==> src/hdl/tlr_pkg.sv <==
// tlr_pkg: shared constants and types for the thick line rasterizer
// no dependencies; imported by the top level, tlr_front and tlr_back

package tlr_pkg;

  // item function codes
  localparam logic FUNC_START = 1'b0;
  localparam logic FUNC_STEP  = 1'b1;

  // fixed field widths of the item channels
  localparam int START_X_W = 9;
  localparam int START_Y_W = 8;
  localparam int COLOUR_W  = 16;
  localparam int PIX_X_W   = 10;
  localparam int PIX_Y_W   = 9;

  // stamped box: row offsets BOX_LO..BOX_HI, columns BOX_HI down to BOX_LO
  localparam int BOX_LO   = -2;
  localparam int BOX_HI   = 3;
  localparam int BOX_SIZE = BOX_HI - BOX_LO + 1;
  localparam int BOX_IDX_W = $clog2(BOX_SIZE);
  localparam logic [BOX_IDX_W-1:0] BOX_LAST = BOX_IDX_W'(BOX_SIZE - 1);

  // back end status seen by the top level
  typedef struct packed {
    logic active;
    logic emit;
    logic last;
  } tlr_status_t;

endpackage

==> src/hdl/thick_line_raster_draw.sv <==
// thick_line_raster_draw: top level of the thick line pixel generator
// depends on tlr_pkg, tlr_fifo, tlr_front and tlr_back
//
// Usage:
//   Input channel (push/full): func = FUNC_START loads two endpoints and a
//   colour and yields nothing; func = FUNC_STEP yields one pixel write while
//   a line is active, and nothing when no line is active. A start replaces a
//   line in progress. Each point of the line is stamped with a 6x6 box, so a
//   line of n points takes 36*n step items; the final one has last_pixel set.
//   Result channel (empty/pop): pixel_x, pixel_y (two's complement, not
//   clipped), pixel_colour and last_pixel of the oldest waiting pixel.
//   A step item is registered in the command queue and its pixel in the
//   output queue. Throughput: one item per cycle while the output queue has
//   room, set by the back end walker, which retires one command per cycle.
//   Two-entry queues sit between front end and back end and on the output.
//   When pop is held low the output queue fills, the walker stops, the
//   command queue fills and full rises; nothing is lost.
//   Reset empties both queues and leaves no line active.

module thick_line_raster_draw #(
  parameter int COORD_BITS = 9
) (
  input  logic                                clk,
  input  logic                                rst,
  input  logic                                push,
  output logic                                full,
  input  logic                                func,
  input  logic [tlr_pkg::START_X_W-1:0]       start_x,
  input  logic [tlr_pkg::START_Y_W-1:0]       start_y,
  input  logic [tlr_pkg::START_X_W-1:0]       end_x,
  input  logic [tlr_pkg::START_Y_W-1:0]       end_y,
  input  logic [tlr_pkg::COLOUR_W-1:0]        line_colour,
  output logic                                empty,
  input  logic                                pop,
  output logic signed [tlr_pkg::PIX_X_W-1:0]  pixel_x,
  output logic signed [tlr_pkg::PIX_Y_W-1:0]  pixel_y,
  output logic [tlr_pkg::COLOUR_W-1:0]        pixel_colour,
  output logic                                last_pixel
);

  import tlr_pkg::*;

  localparam int CB        = COORD_BITS;
  localparam int CMD_W     = 5 * CB + 3 + COLOUR_W;
  localparam int PIX_W     = PIX_X_W + PIX_Y_W + COLOUR_W + 1;
  localparam int CMD_DEPTH = 2;
  localparam int PIX_DEPTH = 2;

  // front end setup results
  logic          f_steep;
  logic [CB-1:0] f_major_pos, f_major_end, f_minor_pos;
  logic [CB-1:0] f_major_delta, f_minor_delta;
  logic          f_dir_down;

  // command queue
  logic [CMD_W-1:0] cmd_din, cmd_dout;
  logic             cmd_empty, cmd_pop;

  // back end fields
  logic          c_func, c_steep, c_dir_down;
  logic [CB-1:0] c_major_pos, c_major_end, c_minor_pos;
  logic [CB-1:0] c_major_delta, c_minor_delta;
  logic [COLOUR_W-1:0] c_colour;

  // pixel queue
  logic                out_push, out_full, out_last;
  logic [PIX_X_W-1:0]  out_x;
  logic [PIX_Y_W-1:0]  out_y;
  logic [COLOUR_W-1:0] out_colour;
  logic [PIX_W-1:0]    pix_dout;
  tlr_status_t         status;

  // line setup
  tlr_front #(.COORD_BITS(CB)) u_front (
    .start_x        (start_x),
    .start_y        (start_y),
    .end_x          (end_x),
    .end_y          (end_y),
    .steep          (f_steep),
    .major_pos      (f_major_pos),
    .major_end      (f_major_end),
    .minor_pos      (f_minor_pos),
    .major_delta    (f_major_delta),
    .minor_delta    (f_minor_delta),
    .minor_dir_down (f_dir_down)
  );

  assign cmd_din = {func, f_steep, f_major_pos, f_major_end, f_minor_pos,
                    f_major_delta, f_minor_delta, f_dir_down, line_colour};

  tlr_fifo #(.WIDTH(CMD_W), .DEPTH(CMD_DEPTH)) u_cmd_fifo (
    .clk   (clk),
    .rst   (rst),
    .push  (push),
    .din   (cmd_din),
    .full  (full),
    .pop   (cmd_pop),
    .dout  (cmd_dout),
    .empty (cmd_empty)
  );

  assign {c_func, c_steep, c_major_pos, c_major_end, c_minor_pos,
          c_major_delta, c_minor_delta, c_dir_down, c_colour} = cmd_dout;

  // line walker
  tlr_back #(.COORD_BITS(CB)) u_back (
    .clk                (clk),
    .rst                (rst),
    .cmd_valid          (!cmd_empty),
    .cmd_pop            (cmd_pop),
    .cmd_func           (c_func),
    .cmd_steep          (c_steep),
    .cmd_major_pos      (c_major_pos),
    .cmd_major_end      (c_major_end),
    .cmd_minor_pos      (c_minor_pos),
    .cmd_major_delta    (c_major_delta),
    .cmd_minor_delta    (c_minor_delta),
    .cmd_minor_dir_down (c_dir_down),
    .cmd_colour         (c_colour),
    .out_full           (out_full),
    .out_push           (out_push),
    .out_x              (out_x),
    .out_y              (out_y),
    .out_colour         (out_colour),
    .out_last           (out_last),
    .status             (status)
  );

  // output queue
  tlr_fifo #(.WIDTH(PIX_W), .DEPTH(PIX_DEPTH)) u_pix_fifo (
    .clk   (clk),
    .rst   (rst),
    .push  (out_push),
    .din   ({out_x, out_y, out_colour, out_last}),
    .full  (out_full),
    .pop   (pop),
    .dout  (pix_dout),
    .empty (empty)
  );

  assign {pixel_x, pixel_y, pixel_colour, last_pixel} = pix_dout;

`ifndef SYNTH
  // the walker never writes into a full pixel queue
  assert property (@(posedge clk) disable iff (rst) out_push |-> !out_full)
    else $error("pixel written while output queue full");

  // the final pixel of a line ends the line
  assert property (@(posedge clk) disable iff (rst)
    (status.emit && status.last) |=> !status.active)
    else $error("line still active after its last pixel");

  // reset leaves no result waiting and no line active
  assert property (@(posedge clk) rst |=> (empty && !status.active))
    else $error("state not cleared by reset");
`endif

endmodule

==> src/hdl/tlr_fifo.sv <==
// tlr_fifo: small flop based first-in first-out queue
// no package dependencies; used for the command and pixel queues

module tlr_fifo #(
  parameter int WIDTH = 8,
  parameter int DEPTH = 2
) (
  input  logic             clk,
  input  logic             rst,
  input  logic             push,
  input  logic [WIDTH-1:0] din,
  output logic             full,
  input  logic             pop,
  output logic [WIDTH-1:0] dout,
  output logic             empty
);

  localparam int PW = (DEPTH > 1) ? $clog2(DEPTH) : 1;
  localparam int CW = $clog2(DEPTH + 1);

  logic [WIDTH-1:0] mem [DEPTH];
  logic [PW-1:0]    wr_ptr;
  logic [PW-1:0]    rd_ptr;
  logic [CW-1:0]    count;
  logic             wr_en;
  logic             rd_en;

  assign wr_en = push && !full;
  assign rd_en = pop && !empty;
  assign full  = (count == CW'(DEPTH));
  assign empty = (count == '0);
  assign dout  = mem[rd_ptr];

  // storage write
  always_ff @(posedge clk) begin
    if (wr_en) begin
      mem[wr_ptr] <= din;
    end
  end

  // pointers and fill count
  always_ff @(posedge clk) begin
    if (rst) begin
      wr_ptr <= '0;
      rd_ptr <= '0;
      count  <= '0;
    end else begin
      if (wr_en) begin
        wr_ptr <= (wr_ptr == PW'(DEPTH - 1)) ? '0 : wr_ptr + PW'(1);
      end
      if (rd_en) begin
        rd_ptr <= (rd_ptr == PW'(DEPTH - 1)) ? '0 : rd_ptr + PW'(1);
      end
      if (wr_en && !rd_en) begin
        count <= count + CW'(1);
      end else if (rd_en && !wr_en) begin
        count <= count - CW'(1);
      end
    end
  end

endmodule

==> src/hdl/tlr_front.sv <==
// tlr_front: precomputes line setup for start items
// depends on tlr_pkg

module tlr_front #(
  parameter int COORD_BITS = 9
) (
  input  logic [tlr_pkg::START_X_W-1:0] start_x,
  input  logic [tlr_pkg::START_Y_W-1:0] start_y,
  input  logic [tlr_pkg::START_X_W-1:0] end_x,
  input  logic [tlr_pkg::START_Y_W-1:0] end_y,
  output logic                          steep,
  output logic [COORD_BITS-1:0]         major_pos,
  output logic [COORD_BITS-1:0]         major_end,
  output logic [COORD_BITS-1:0]         minor_pos,
  output logic [COORD_BITS-1:0]         major_delta,
  output logic [COORD_BITS-1:0]         minor_delta,
  output logic                          minor_dir_down
);

  import tlr_pkg::*;

  logic [COORD_BITS-1:0] ax, ay, bx, by;
  logic [COORD_BITS-1:0] dx_abs, dy_abs;
  logic [COORD_BITS-1:0] a_maj, a_min, b_maj, b_min;
  logic                  swap;

  // coordinates wrap to the internal width
  assign ax = COORD_BITS'(start_x);
  assign ay = COORD_BITS'(start_y);
  assign bx = COORD_BITS'(end_x);
  assign by = COORD_BITS'(end_y);

  // absolute spans and axis choice
  assign dx_abs = (ax > bx) ? ax - bx : bx - ax;
  assign dy_abs = (ay > by) ? ay - by : by - ay;
  assign steep  = dy_abs > dx_abs;

  assign a_maj = steep ? ay : ax;
  assign a_min = steep ? ax : ay;
  assign b_maj = steep ? by : bx;
  assign b_min = steep ? bx : by;

  // order endpoints so the major axis counts up
  assign swap           = a_maj > b_maj;
  assign major_pos      = swap ? b_maj : a_maj;
  assign major_end      = swap ? a_maj : b_maj;
  assign minor_pos      = swap ? b_min : a_min;
  assign major_delta    = steep ? dy_abs : dx_abs;
  assign minor_delta    = steep ? dx_abs : dy_abs;
  assign minor_dir_down = swap ? !(b_min < a_min) : !(a_min < b_min);

endmodule

==> src/hdl/tlr_back.sv <==
// tlr_back: walks the line and stamps the box, one pixel per step command while a line is active
// depends on tlr_pkg

module tlr_back #(
  parameter int COORD_BITS = 9
) (
  input  logic                          clk,
  input  logic                          rst,
  // command side
  input  logic                          cmd_valid,
  output logic                          cmd_pop,
  input  logic                          cmd_func,
  input  logic                          cmd_steep,
  input  logic [COORD_BITS-1:0]         cmd_major_pos,
  input  logic [COORD_BITS-1:0]         cmd_major_end,
  input  logic [COORD_BITS-1:0]         cmd_minor_pos,
  input  logic [COORD_BITS-1:0]         cmd_major_delta,
  input  logic [COORD_BITS-1:0]         cmd_minor_delta,
  input  logic                          cmd_minor_dir_down,
  input  logic [tlr_pkg::COLOUR_W-1:0]  cmd_colour,
  // pixel side
  input  logic                          out_full,
  output logic                          out_push,
  output logic [tlr_pkg::PIX_X_W-1:0]   out_x,
  output logic [tlr_pkg::PIX_Y_W-1:0]   out_y,
  output logic [tlr_pkg::COLOUR_W-1:0]  out_colour,
  output logic                          out_last,
  output tlr_pkg::tlr_status_t          status
);

  import tlr_pkg::*;

  localparam int EW = COORD_BITS + 2;
  localparam int PW = COORD_BITS + 2;

  logic                  active;
  logic                  steep;
  logic [COORD_BITS-1:0] major_pos;
  logic [COORD_BITS-1:0] major_end;
  logic [COORD_BITS-1:0] minor_pos;
  logic [COORD_BITS-1:0] major_delta;
  logic [COORD_BITS-1:0] minor_delta;
  logic [EW-1:0]         error_acc;
  logic                  minor_dir_down;
  logic [BOX_IDX_W-1:0]  box_row;
  logic [BOX_IDX_W-1:0]  box_col;
  logic [COLOUR_W-1:0]   held_colour;

  logic                  is_start;
  logic                  do_step;
  logic                  last_box;
  logic                  row_end;
  logic                  col_end;
  logic [EW-1:0]         err_sum;
  logic                  err_pos;
  logic [COORD_BITS-1:0] x_base, y_base;
  logic [PW-1:0]         sum_x, sum_y;

  // command transfer when the pixel queue has room
  assign cmd_pop  = cmd_valid && !out_full;
  assign is_start = (cmd_func == FUNC_START);
  assign do_step  = cmd_pop && !is_start && active;

  // pixel position inside the box
  assign x_base = steep ? minor_pos : major_pos;
  assign y_base = steep ? major_pos : minor_pos;
  assign sum_x  = PW'(x_base) + PW'(BOX_HI) - PW'(box_col);
  assign sum_y  = PW'(y_base) + PW'(box_row) + PW'(BOX_LO);

  assign last_box = (major_pos == major_end);
  assign row_end  = (box_row == BOX_LAST);
  assign col_end  = (box_col == BOX_LAST);

  // bresenham error update
  assign err_sum = error_acc + EW'(minor_delta);
  assign err_pos = !err_sum[EW-1] && (err_sum != '0);

  assign out_push   = do_step;
  assign out_x      = sum_x[PIX_X_W-1:0];
  assign out_y      = sum_y[PIX_Y_W-1:0];
  assign out_colour = held_colour;
  assign out_last   = last_box && row_end && col_end;

  assign status.active = active;
  assign status.emit   = do_step;
  assign status.last   = out_last;

  // line state
  always_ff @(posedge clk) begin
    if (rst) begin
      active  <= 1'b0;
      box_row <= '0;
      box_col <= '0;
    end else if (cmd_pop && is_start) begin
      active         <= 1'b1;
      box_row        <= '0;
      box_col        <= '0;
      steep          <= cmd_steep;
      major_pos      <= cmd_major_pos;
      major_end      <= cmd_major_end;
      minor_pos      <= cmd_minor_pos;
      major_delta    <= cmd_major_delta;
      minor_delta    <= cmd_minor_delta;
      minor_dir_down <= cmd_minor_dir_down;
      error_acc      <= EW'(0) - EW'(cmd_major_delta >> 1);
      held_colour    <= cmd_colour;
    end else if (do_step) begin
      if (!col_end) begin
        box_col <= box_col + BOX_IDX_W'(1);
      end else begin
        box_col <= '0;
        if (!row_end) begin
          box_row <= box_row + BOX_IDX_W'(1);
        end else begin
          box_row <= '0;
          if (last_box) begin
            active <= 1'b0;
          end else begin
            if (err_pos) begin
              minor_pos <= minor_dir_down ? minor_pos - COORD_BITS'(1)
                                          : minor_pos + COORD_BITS'(1);
              error_acc <= err_sum - EW'(major_delta);
            end else begin
              error_acc <= err_sum;
            end
            major_pos <= major_pos + COORD_BITS'(1);
          end
        end
      end
    end
  end

endmodule
==> config.mk <==
export PLATFORM = sky130hd
export DESIGN_NAME = thick_line_raster_draw
export DESIGN_NICKNAME = d
export VERILOG_FILES = /design/src/hdl/tlr_pkg.sv /design/src/hdl/thick_line_raster_draw.sv /design/src/hdl/tlr_fifo.sv /design/src/hdl/tlr_front.sv /design/src/hdl/tlr_back.sv
export SDC_FILE = /design/constraint.sdc
export NUM_CORES = 1
export LEC_CHECK = 0
export ABC_CLOCK_PERIOD_IN_PS = 12200
export BUFFER_PORTS_ARGS = -buffer_cell sky130_fd_sc_hd__buf_4
export CAP_MARGIN = 20
export CORE_ASPECT_RATIO = 1.75
export CORE_MARGIN = 4
export CORE_UTILIZATION = 42
export CTS_BUF_LIST = sky130_fd_sc_hd__clkbuf_8
export DETAILED_ROUTE_END_ITERATION = 16
export GPL_ROUTABILITY_DRIVEN = 1
export PLACE_DENSITY = 0.61
export SLEW_MARGIN = 20
export SYNTH_ARGS = -nofsm -noshare
export SYNTH_HDL_FRONTEND = slang
export SYNTH_SLANG_ARGS = --single-unit
==> constraint.sdc <==
create_clock -name clk -period 12.2 [get_ports clk]
set_input_delay 0 -clock clk [delete_from_list [all_inputs] [get_ports clk]]
set_output_delay 0 -clock clk [all_outputs]
set_load 0.02 [all_outputs]
## Word-level counts from Yosys, hierarchy flattened

Memory sizes are Yosys's and may differ from the RTL's. A register that Yosys moved wholly into a read port is not among the register bits.
Cells that the tools add are included.

| word-level totals | value |
|---|---|
| latch bits | 0 |
| bits in writable memories | 200 |
| bits in read-only memories | 0 |
| memories kept | 2 |
| logic and storage cells | 155 |
| bits in registers | 89 |

| cells by class | value |
|---|---|
| magnitude comparators | 6 |
| reduce and logical (&&, ||, !) cells | 42 |
| multiply operators | 0 |
| divide/modulo/power cells | 0 |
| multiplexer cells | 55 |
| equal/unequal tests | 6 |
| bitwise logic cells | 2 |
| shift-type cells | 0 |
| add/sub/neg operators | 24 |

Memory list:

| name | depth | width | read ports | clocked after memory_dff | wr ports | RTL line | RTL |
|---|---|---|---|---|---|---|---|
| u_cmd_fifo.mem | 2 | 64 | 1 | 1 | 1 | tlr_fifo.sv:21 | `logic [WIDTH-1:0] mem [DEPTH];` |
| u_pix_fifo.mem | 2 | 36 | 1 | 1 | 1 | tlr_fifo.sv:21 |  |

Operators by type and width:

| cell | count |
|---|---|
| $mux W9 | 25 |
| $mux W11 | 6 |
| $gt A9 B9 Y1 | 3 |
| $add A9 B1 Y9 const B | 2 |
| $lt A9 B9 Y1 | 2 |
| $mux W1 | 18 |
| $sub A8 B8 Y9 | 2 |
| $sub A9 B9 Y9 | 2 |
| $logic_and A1 B1 Y1 | 15 |
| $reduce_bool A2 Y1 | 7 |
| $add A11 B9 Y11 | 1 |
| $logic_not A1 Y1 | 11 |
| $reduce_bool A11 Y1 | 1 |
| $sub A11 B9 Y11 | 1 |
| $add A9 B2 Y10 const B | 1 |
| $sub A10 B3 Y10 | 1 |
| $add A9 B3 Y9 | 1 |
| $add A9 B9 Y9 const B | 1 |
| $eq A9 B9 Y1 | 1 |
| $sub A1 B8 Y9 const A | 1 |
| $sub A9 B1 Y9 const B | 1 |
| $gt A8 B8 Y1 | 1 |
| $mux W2 | 4 |
| $add A3 B1 Y3 const B | 2 |
| other kinds (14) | 25 |

## Logic depth before layout (Yosys ltp)

Gate-level depths: netlist of run 1.

| depth | value |
|---|---|
| depth after elaboration | 10 |
| gate-level depth with buffers | 33 |
| depth with buffers taken out | 29 |

## By module

From an unflattened synthesis of run 1, not the netlist that was laid out.

| second synthesis, totals | value |
|---|---|
| cells, all modules | 1277 |
| area total of the unflattened synthesis | 16319.4 µm² |

Modules (own cells, without submodules):

| module | times used | cells each | area each (µm²) |
|---|---|---|---|
| tlr_back | 1 | 510 | 5363.9 |
| tlr_fifo at u_cmd_fifo | 1 | 224 | 4832.1 |
| tlr_front | 1 | 405 | 3311.9 |
| tlr_fifo at u_pix_fifo | 1 | 137 | 2807.7 |
| thick_line_raster_draw | 1 | 1 | 3.8 |

## Worst setup path after synthesis of run 1

No wires, ideal clock.

| path | value |
|---|---|
| kind | in2reg |
| start point | in start_y[4] (netlist bit) |
| end point | mem u_cmd_fifo.mem[0][60] (netlist bit) (data pin) |
| arrival | 5.632 ns |
| stages | 30 |
| slack | 6.298 ns |
| path buffers | 6 |
| cells stage by stage | inv_1 -> ha_1 -> buf_2 -> and4_1 -> nand4_1 -> mux2_2 -> a21bo_1 -> buf_4 -> mux2i_1 -> nor2_1 -> xor2_1 -> inv_1 -> ha_1 -> a22oi_1 -> a311oi_1 -> a211oi_1 -> a41o_1 -> buf_4 -> buf_2 -> mux2i_1 -> ha_1 -> or4_1 -> o2111ai_1 -> a21oi_1 -> a211o_1 -> o31a_1 -> buf_2 -> buf_4 -> mux2i_1 -> mux2i_1 |

| between the ends | value |
|---|---|
| word-level cells in the longest chain between the ends | 6 |
| elaborated cells between the ends (all ways) | 9 |
| classes of those cells | add/sub (2); order compare (3); mux (4) |

RTL lines:

| item | RTL line | RTL |
|---|---|---|
| start: declaration | thick_line_raster_draw.sv:29 | `input logic [tlr_pkg::START_Y_W-1:0] start_y,` |
| $sub A8 B8 Y9 / $gt A8 B8 Y1 (equally long branches) | tlr_front.sv:35 | `assign dy_abs = (ay > by) ? ay - by : by - ay;` |
| $mux W9 | tlr_front.sv:35 |  |
| $gt A9 B9 Y1 | tlr_front.sv:36 | `assign steep = dy_abs > dx_abs;` |
| $mux W9, on equally long branches | tlr_front.sv:38, tlr_front.sv:40 |  |
| $gt A9 B9 Y1 | tlr_front.sv:44 | `assign swap = a_maj > b_maj;` |
| $mux W9 (*) | tlr_front.sv:45 | `assign major_pos = swap ? b_maj : a_maj;` |
| named net f_major_pos[7] | thick_line_raster_draw.sv:51 | `logic [CB-1:0] f_major_pos, f_major_end, f_minor_pos;` |
| end: declaration | tlr_fifo.sv:21 |  |

Mark *: on every way through the listed nets, which the timed path passes. The rest lies on a longest branch.

## Worst setup path after layout of run 1

| path | value |
|---|---|
| start point | in start_y[2] (netlist bit) |
| end point | mem u_cmd_fifo.mem[0][39] (netlist bit) (data pin) |

| between the ends | value |
|---|---|
| word-level cells in the longest chain between the ends | 6 |
| elaborated cells between the ends (all ways) | 11 |
| classes of those cells | add/sub (2); order compare (3); mux (6) |

RTL lines:

| item | RTL line | RTL |
|---|---|---|
| $sub A8 B8 Y9 / $gt A8 B8 Y1 (equally long branches) | tlr_front.sv:35 |  |
| $mux W9 | tlr_front.sv:35 |  |
| $gt A9 B9 Y1 | tlr_front.sv:36 |  |
| $mux W9, on equally long branches | tlr_front.sv:38, tlr_front.sv:40 |  |
| $gt A9 B9 Y1 | tlr_front.sv:44 |  |
| $mux W9 (*) | tlr_front.sv:47 | `assign minor_pos = swap ? b_min : a_min;` |
| named net f_minor_pos[4] | thick_line_raster_draw.sv:51 |  |

Marks and branches as above.

==> results_dict.tcl, run 1 <==
set metrics [dict create \
    result_of_the_run "finished clean" \
    antenna_found_initial 1 \
    floorplan.core_area_sq_mm 0.0378 \
    drv_cap 0 \
    cp_data_arrival_time_ns 8.77 \
    first_global_vias 10800 \
    synth.ff_latch_count 291 \
    number_of_setup_violations_in_the_final_report 0 \
    worst_r2r_path_depth 10 \
    max-slew-margin-rel 0.268 \
    design_area_sq_mm 0.0188 \
    globalRouteTotalUtil 0.174 \
    worstHoldPathCells 3 \
    report.final.hold_viol_count 0 \
    post_synth_num_cell_types 67 \
    grt_max_degree 65 \
    cp_slowest_cell "o31a_2" \
    synth-seq-area-share 0.531 \
    filler_cell_count 3312 \
    ir_drop_uv 176 \
    synth_flop_cell "edfxtp_1" \
    grt_setup_unrepaired "false" \
    routed_wirelength_um 36200 \
    placement.io_buffers 92 \
    timing.clock.skew_ns 0.0280 \
    synth-async-reset-ratio 0 \
    place_congestion 0.930 \
    worst_ep_required_time_ns 12.50 \
    cp_max_fo 63 \
    areaGrowthSynthToFinish_pct 16.5 \
    max_slew.worst_pin.slew_ns 1.10 \
    cts.path.max_buffers 3 \
    htree_levels 2 \
    placed_cell_area_sq_mm 0.0173 \
    dieHeight_um 267 \
    area_taken_by_multi_input_logic_gates_sq_mm 0.00700 \
    layout.cells.most_common_list "edfxtp_1, mux2i_1, ha_1" \
    grt_overflow 0 \
    worst-r2r-setup-slack_ns 8.62 \
    pin_count 93 \
    initial_core_util 0.427 \
    post_synthesis_net_count 1460 \
    synth_cells 1286 \
    drt.antenna.violating_nets 0 \
    synthesis.area_per_instance_sq_um 12.5 \
    drtPass1Iterations 4 \
    critical_path.endpoint_type "flop" \
    rows 94 \
    worst_setup_path_start_kind "input pin" \
    hold_ws_ns 0.0181 \
    crit_path_max_incr_delay_ns 0.90 \
    via_count 10400 \
    worstSkewPairLatency_ns 0.58 \
    setup_total_negative_slack_ns 0 \
    cts_tree "yes" \
    die_w_um 156 \
    final_nets 1618 \
    yosys_warn_count 0 \
    final_max_slew_viol_count 0 \
    reg2reg_from "u_back.steep" \
    regToRegEndpoint "u_pix_fifo.mem[0][35]" \
    cts.clk_slew.worst_paths_ns 0.06 \
    final_layout_size_suffix_gt1_frac 0.175 \
    synth-edff-count 274 \
    route.detailed.drc 0 \
    clock_sink_count 291 \
    cts_buffers 42 \
    drt_first_iter_violations 477 \
    power_per_cell_area_mw_per_mm2 220 \
    finalCritPeriodShare 0.694 \
    avgRoutedWirePerCell_um 18.5 \
    detail_route.vias_per_cell 5.30 \
    worstSetupPathType "input pin to flop" \
    final-seq-area_sq_mm 0.00857 \
    hold_path_class "input pin to flop" \
    layout_commonest_cell "edfxtp_1" \
    grt_pass1_wl_um 56900 \
    cp_common_cell "mux2i_1" \
    die_area_sq_mm 0.0417 \
    cp-endpoint "u_cmd_fifo.mem[0][39]" \
    power.total_mw 4.14 \
    maxClockFrequency_ghz 0.118 \
    start_point_of_the_critical_path "start_y[2]" \
    dp_hpwl_um 26700 \
    p_leak_nw 7.50 \
    setup_fix_buffers_added_after_clock_tree_synthesis 0 \
    clock_tree.root_cell "clkbuf_8" \
    synth_cell_area_sq_mm 0.0161 \
    layout_min_cycle_time_ns 8.47 \
]
-- what timing repair did --
item / 4_1_cts / 5_1_grt
hold endpoints to repair: 95 / 0
hold buffers: 61 / 0
gates resized for setup: 0 / 0
-- metal layers --
| layer | part of all wire | up-vias | GRT usage | wire length (um) |
|---|---|---|---|---|
| met2 | 0.55 | 204 | 0.335 | 19900 |
| met1 | 0.37 | 5011 | 0.177 | 13200 |
| met3 | 0.031 | 96 | 0.0228 | 1140 |
| met5 | 0 | - | 0 | 0 |
| li1 | - | 5058 | - | - |
| met4 | 0.054 | 0 | 0.0932 | 1970 |
-- worst min path at each step --
stage / from / end / slack [ns]
CTS: end_y[5] / u_cmd_fifo.mem[0][40] / 0.002
global placement: line_colour[1] / u_cmd_fifo.mem[1][1] / 0.19
detailed placement: line_colour[8] / u_cmd_fifo.mem[1][8] / 0.19
global route: start_y[7] / u_cmd_fifo.mem[0][51] / 0.02
finish: end_x[3] / u_cmd_fifo.mem[1][47] / 0.02
floorplan: line_colour[0] / u_cmd_fifo.mem[0][0] / 0.1
-- synth_stat cells (all sizes together), types with 10 or more instances --
master / instances / area (sq um)
nand2: 56 / 210
o21bai: 10 / 75.1
o21ai: 54 / 270
o21a: 10 / 82.6
clkbuf: 27 / 101
nor2: 54 / 203
nor3: 23 / 115
xnor2: 39 / 349
ha: 110 / 1380
nand2b: 13 / 81.3
nand3: 21 / 105
edfxtp: 274 / 8230
mux2i: 136 / 1360
xor2: 40 / 350
mux2: 80 / 901
nor2b: 16 / 100
a21o: 28 / 210
buf: 23 / 119
inv: 98 / 368
a21oi: 64 / 324
dfxtp: 17 / 340
-- state kept, by name, indices dropped and copies added, names as in the netlist, named ones only --
| signal | flops |
|---|---|
| u_back.minor_delta | 9 |
| u_cmd_fifo.rd_ptr | 1 |
| u_back.out_colour | 16 |
| u_back.active | 1 |
| u_back.major_pos | 9 |
| u_back.steep | 1 |
| u_back.box_row | 3 |
| u_back.error_acc | 11 |
| u_cmd_fifo.mem | 128 |
| u_cmd_fifo.count | 2 |
| u_back.minor_pos | 9 |
| u_back.major_end | 9 |
| u_back.major_delta | 9 |
| u_pix_fifo.count | 2 |
| u_back.box_col | 3 |
| u_pix_fifo.rd_ptr | 1 |
| u_pix_fifo.mem | 72 |
| u_cmd_fifo.wr_ptr | 1 |
| u_back.minor_dir_down | 1 |
| u_pix_fifo.wr_ptr | 1 |
-- layout make-up --
class	instances	share of cell area
Tap cell	480	0.0320
Sequential cell	291	0.456
Inverter	98	0.0196
Multi-Input combinational cell	847	0.373
Antenna cell	1	0.000133
Clock inverter	34	0.0142
Timing Repair Buffer	164	0.0743
Clock buffer	42	0.0308
-- worst max-delay path: cells and delay by family --
kind / cells / cell delay, ns
compound gates: 13 / 3.49
buf+inv: 8 / 2.93
fa+ha+maj: 3 / 1.07
mux: 4 / 0.77
xor+xnor: 1 / 0.24
simple gates: 2 / 0.20
-- logic make-up (layout without fill, tap and decap cells) --
logic type                 Yosys count  count (layout)  share of synthesized area
DFF                                291             291                      0.531
and+or+nand+nor                    220             220                     0.0669
muxes                              216             216                      0.140
AOI/OAI and AO/OA                  213             213                     0.0850
buffers and inverters              148             338                     0.0365
adders and majority gates          119             119                     0.0965
xor gates and xnor gates            79              79                     0.0434
other                                0               1                          0
-- stage by stage --
step	cells	util	setup WS (ns)
final	1957	0.498	3.73
after global routing	1957	0.498	3.18
after CTS	1955	0.497	3.79
after detailed placement	1818	0.458	4.66
after global placement	1818	0.458	4.76
after floorplan	1286	-	6.30
-- power by group --
group          internal [mW]  switching [mW]
Sequential              1.44          0.0818
Clock                  0.412           0.365
Combinational          0.801            1.04
Note: power is estimated with default switching activity, not from simulation.
==> run 2, diff against run 1 <==
- ABC_AREA: unset -> 1
- ABC_CLOCK_PERIOD_IN_PS: 12200 -> 8400
- PLACE_DENSITY: 0.61 -> 0.6
- clock period: 12.2 -> 8.4 ns (I/O delays scaled with it)
==> run 2 against run 1 <==
Non-clock buffer count down 22. Critical path type unchanged. Largest power group unchanged. Design area up 0.61%. Clock skew up 0.0043 ns. Critical endpoint is now u_cmd_fifo.mem[1][50]. Core utilization down 0.83 points. Sequential cell count unchanged. First-iteration DRC count up 22%. Cell count up 22%. Setup slack worse by 2.6 ns. Sequential share of layout area down 0.29 points. Routed wire length up 10%. Worst hold slack better by 0.0063 ns.
==> results_dict.tcl, run 2 <==
set metrics [dict create \
    globalRouteTotalUtil 0.187 \
    cts.clk_slew.worst_paths_ns 0.06 \
    hold_path.startpoint "end_x[0]" \
    htree_levels 2 \
    synth_cell_area_sq_mm 0.0165 \
    design_area_sq_mm 0.0189 \
    combinationalPowerShare 0.431 \
    synth_cells 1731 \
    layout.cells.most_common_list "nand2_1, edfxtp_1, inv_1" \
    first_global_vias 12300 \
    cell_type_with_the_highest_aggregate_area_in_the_netlist "edfxtp_1" \
    final_max_slew_viol_count 0 \
    drtPass1Iterations 5 \
    p_leak_nw 8.16 \
    dieHeight_um 270 \
    avgRoutedWirePerCell_um 16.8 \
    synth_top_area_frac 0.498 \
    worstSkewPairLatency_ns 0.56 \
    worstSetupPathType "input pin to flop" \
    rows 95 \
    place_congestion 0.972 \
    post_synthesis_net_count 1905 \
    ir_drop_uv 102 \
    final_nets 2038 \
    worst_setup_path_start_kind "input pin" \
    finalCritPeriodShare 0.865 \
    detail_route.vias_per_cell 5.06 \
    worst_ep_required_time_ns 8.68 \
    die_w_um 158 \
    max-slew-margin-rel 0.353 \
    cp_max_fo 42 \
    layout_min_cycle_time_ns 7.27 \
    drt_first_iter_violations 582 \
    number_of_setup_violations_in_the_final_report 0 \
    post_synth_most_frequent_cells "nand2_1, edfxtp_1, inv_1" \
    power_per_cell_area_mw_per_mm2 313 \
    final_layout_size_suffix_gt1_frac 0.135 \
    swShare 0.386 \
    layout_commonest_cell "nand2_1" \
    largest_reg_flops 128 \
    grt_pass1_wl_um 63200 \
    clock_tree.root_cell "clkbuf_8" \
    drv_cap 0 \
    via_count 12000 \
    initial_core_util 0.428 \
    areaGrowthSynthToFinish_pct 14.3 \
    grt_max_degree 66 \
    start_point_of_the_critical_path "end_y[4]" \
    yosys_warn_count 0 \
    crit_path_max_incr_delay_ns 0.68 \
    hold_path_class "input pin to flop" \
    clock_sink_count 291 \
    net_switching_component_of_the_power_mw 2.29 \
    cts_buffers 39 \
    cp_common_cell "nand2_1" \
    p_seq_frac 0.380 \
    post-synth-top-count-cell "nand2_1" \
    grt_setup_unrepaired "false" \
    drt.antenna.violating_nets 0 \
    max_slew.worst_pin.slew_ns 0.971 \
    routed_wirelength_um 40000 \
    synth.ff_latch_count 291 \
    antenna_found_initial 1 \
    placement.io_buffers 92 \
    setup_total_negative_slack_ns 0 \
    cts.path.max_buffers 3 \
    synth-edff-count 274 \
    grt_overflow 0 \
    synth-async-reset-ratio 0 \
    top_register "u_cmd_fifo.mem" \
    dominant_cells_by_area_after_synthesis "edfxtp_1, nand2_1, ha_1" \
    pin_count 93 \
    post_cts_repair_resize_count 0 \
    post_synth_num_cell_types 54 \
    power_frac_clock 0.189 \
    synthesis.area_per_instance_sq_um 9.55 \
    cellInternalPower_mw 3.64 \
    die_area_sq_mm 0.0427 \
    synth_flop_cell "edfxtp_1" \
    dp_hpwl_um 30700 \
    placed_cell_area_sq_mm 0.0176 \
    floorplan.core_area_sq_mm 0.0386 \
    reg2reg_from "u_back.error_acc[0]" \
    cp_slowest_cell "nand2_2" \
    cts_tree "yes" \
    timing.clock.skew_ns 0.0323 \
    route.detailed.drc 0 \
    synth-seq-area-share 0.518 \
    result_of_the_run "finished clean" \
    report.final.hold_viol_count 0 \
    maxClockFrequency_ghz 0.138 \
    critical_path.endpoint_type "flop" \
    cp_data_arrival_time_ns 7.54 \
]
-- run 2: cell count changes in the layout (fill, tap and decap cells not counted), sizes merged, moves of 14 or more --
cell / before / now
nor3: 23 / 9
a21o: 28 / 9
inv: 106 / 210
nor2b: 16 / 0
nand2: 56 / 515
mux2i: 136 / 2
dlygate4sd3: 61 / 40
a21oi: 64 / 80
xnor2: 39 / 17
mux2: 80 / 36
nor2: 54 / 78
nand3: 21 / 92
o21ai: 54 / 132
-- run 2: cell families after synthesis --
group / count (synthesis) / share of synthesized area
AND/OR/NAND/NOR: 723 / 0.178
flip-flops: 291 / 0.518
AO/OA/AOI/OAI: 259 / 0.0926
buffers and inverters: 248 / 0.0621
adder cells (fa/ha/maj): 119 / 0.0942
XOR/XNOR: 53 / 0.0285
multiplexers: 38 / 0.0257
-- run 2: repair_timing --
item                                   in CTS  in global routing
hold buffers                               40                  0
endpoints found under the hold margin      98                  0
buffers inserted                            0                  0
-- run 2: final timing paths --
| path | endpoint | cells past startpoint | slack (ns) |
|---|---|---|---|
| max | u_cmd_fifo.mem[1][50] | 32 | 1.13 |
| min | u_cmd_fifo.mem[1][35] | 3 | 0.02 |
| max reg2reg | u_back.error_acc[9] | 20 | 4.82 |
| min reg2reg | u_pix_fifo.mem[1][4] | 0 | 0.45 |
-- run 2: metrics by stage --
| stage | hold WS, ns | util | instances | power (mW) | setup WS [ns] |
|---|---|---|---|---|---|
| after detailed placement | 0.190 | 0.457 | 2266 | 4.78 | 1.52 |
| after global routing | 0.0445 | 0.489 | 2378 | 6.41 | 0.294 |
| final | 0.0244 | 0.489 | 2378 | 5.92 | 1.13 |
| after global placement | 0.185 | 0.457 | 2266 | 4.73 | 1.67 |
| after CTS | 0.00696 | 0.488 | 2375 | 6.00 | 1.16 |
| after floorplan | 0.0989 | - | 1731 | 4.14 | 4.06 |
-- run 2: metal layers --
layer  track usage  share of wire
met3        0.0168          0.032
met4        0.0966          0.056
met1         0.191           0.36
met2         0.365           0.55
met5             0              0
-- run 2: layout make-up --
cell class                      count  area (sq um)
Clock inverter                     29           263
Tap cell                          485           607
Fill cell                        3618         19700
Clock buffer                       40           551
Inverter                          198           746
Timing Repair Buffer              142          1190
Multi-Input combinational cell   1192          6970
Sequential cell                   291          8570
Antenna cell                        1          2.50
-- run 2: worst max-delay path: cells and delay by family --
family / cells / cell delay (ns)
simple gates: 18 / 3.13
compound gates: 4 / 0.59
fa+ha+maj: 3 / 1.12
buf+inv: 7 / 2.64
-- run 2: power groups by stage --
stage	logic [mW]	clock network, mW	registers (mW)
finish	2.55	1.12	2.25
global route	2.92	1.21	2.28
CTS	2.58	1.16	2.26
detailed placement	2.50	0	2.29
global placement	2.45	0	2.28
floorplan	1.89	0	2.25
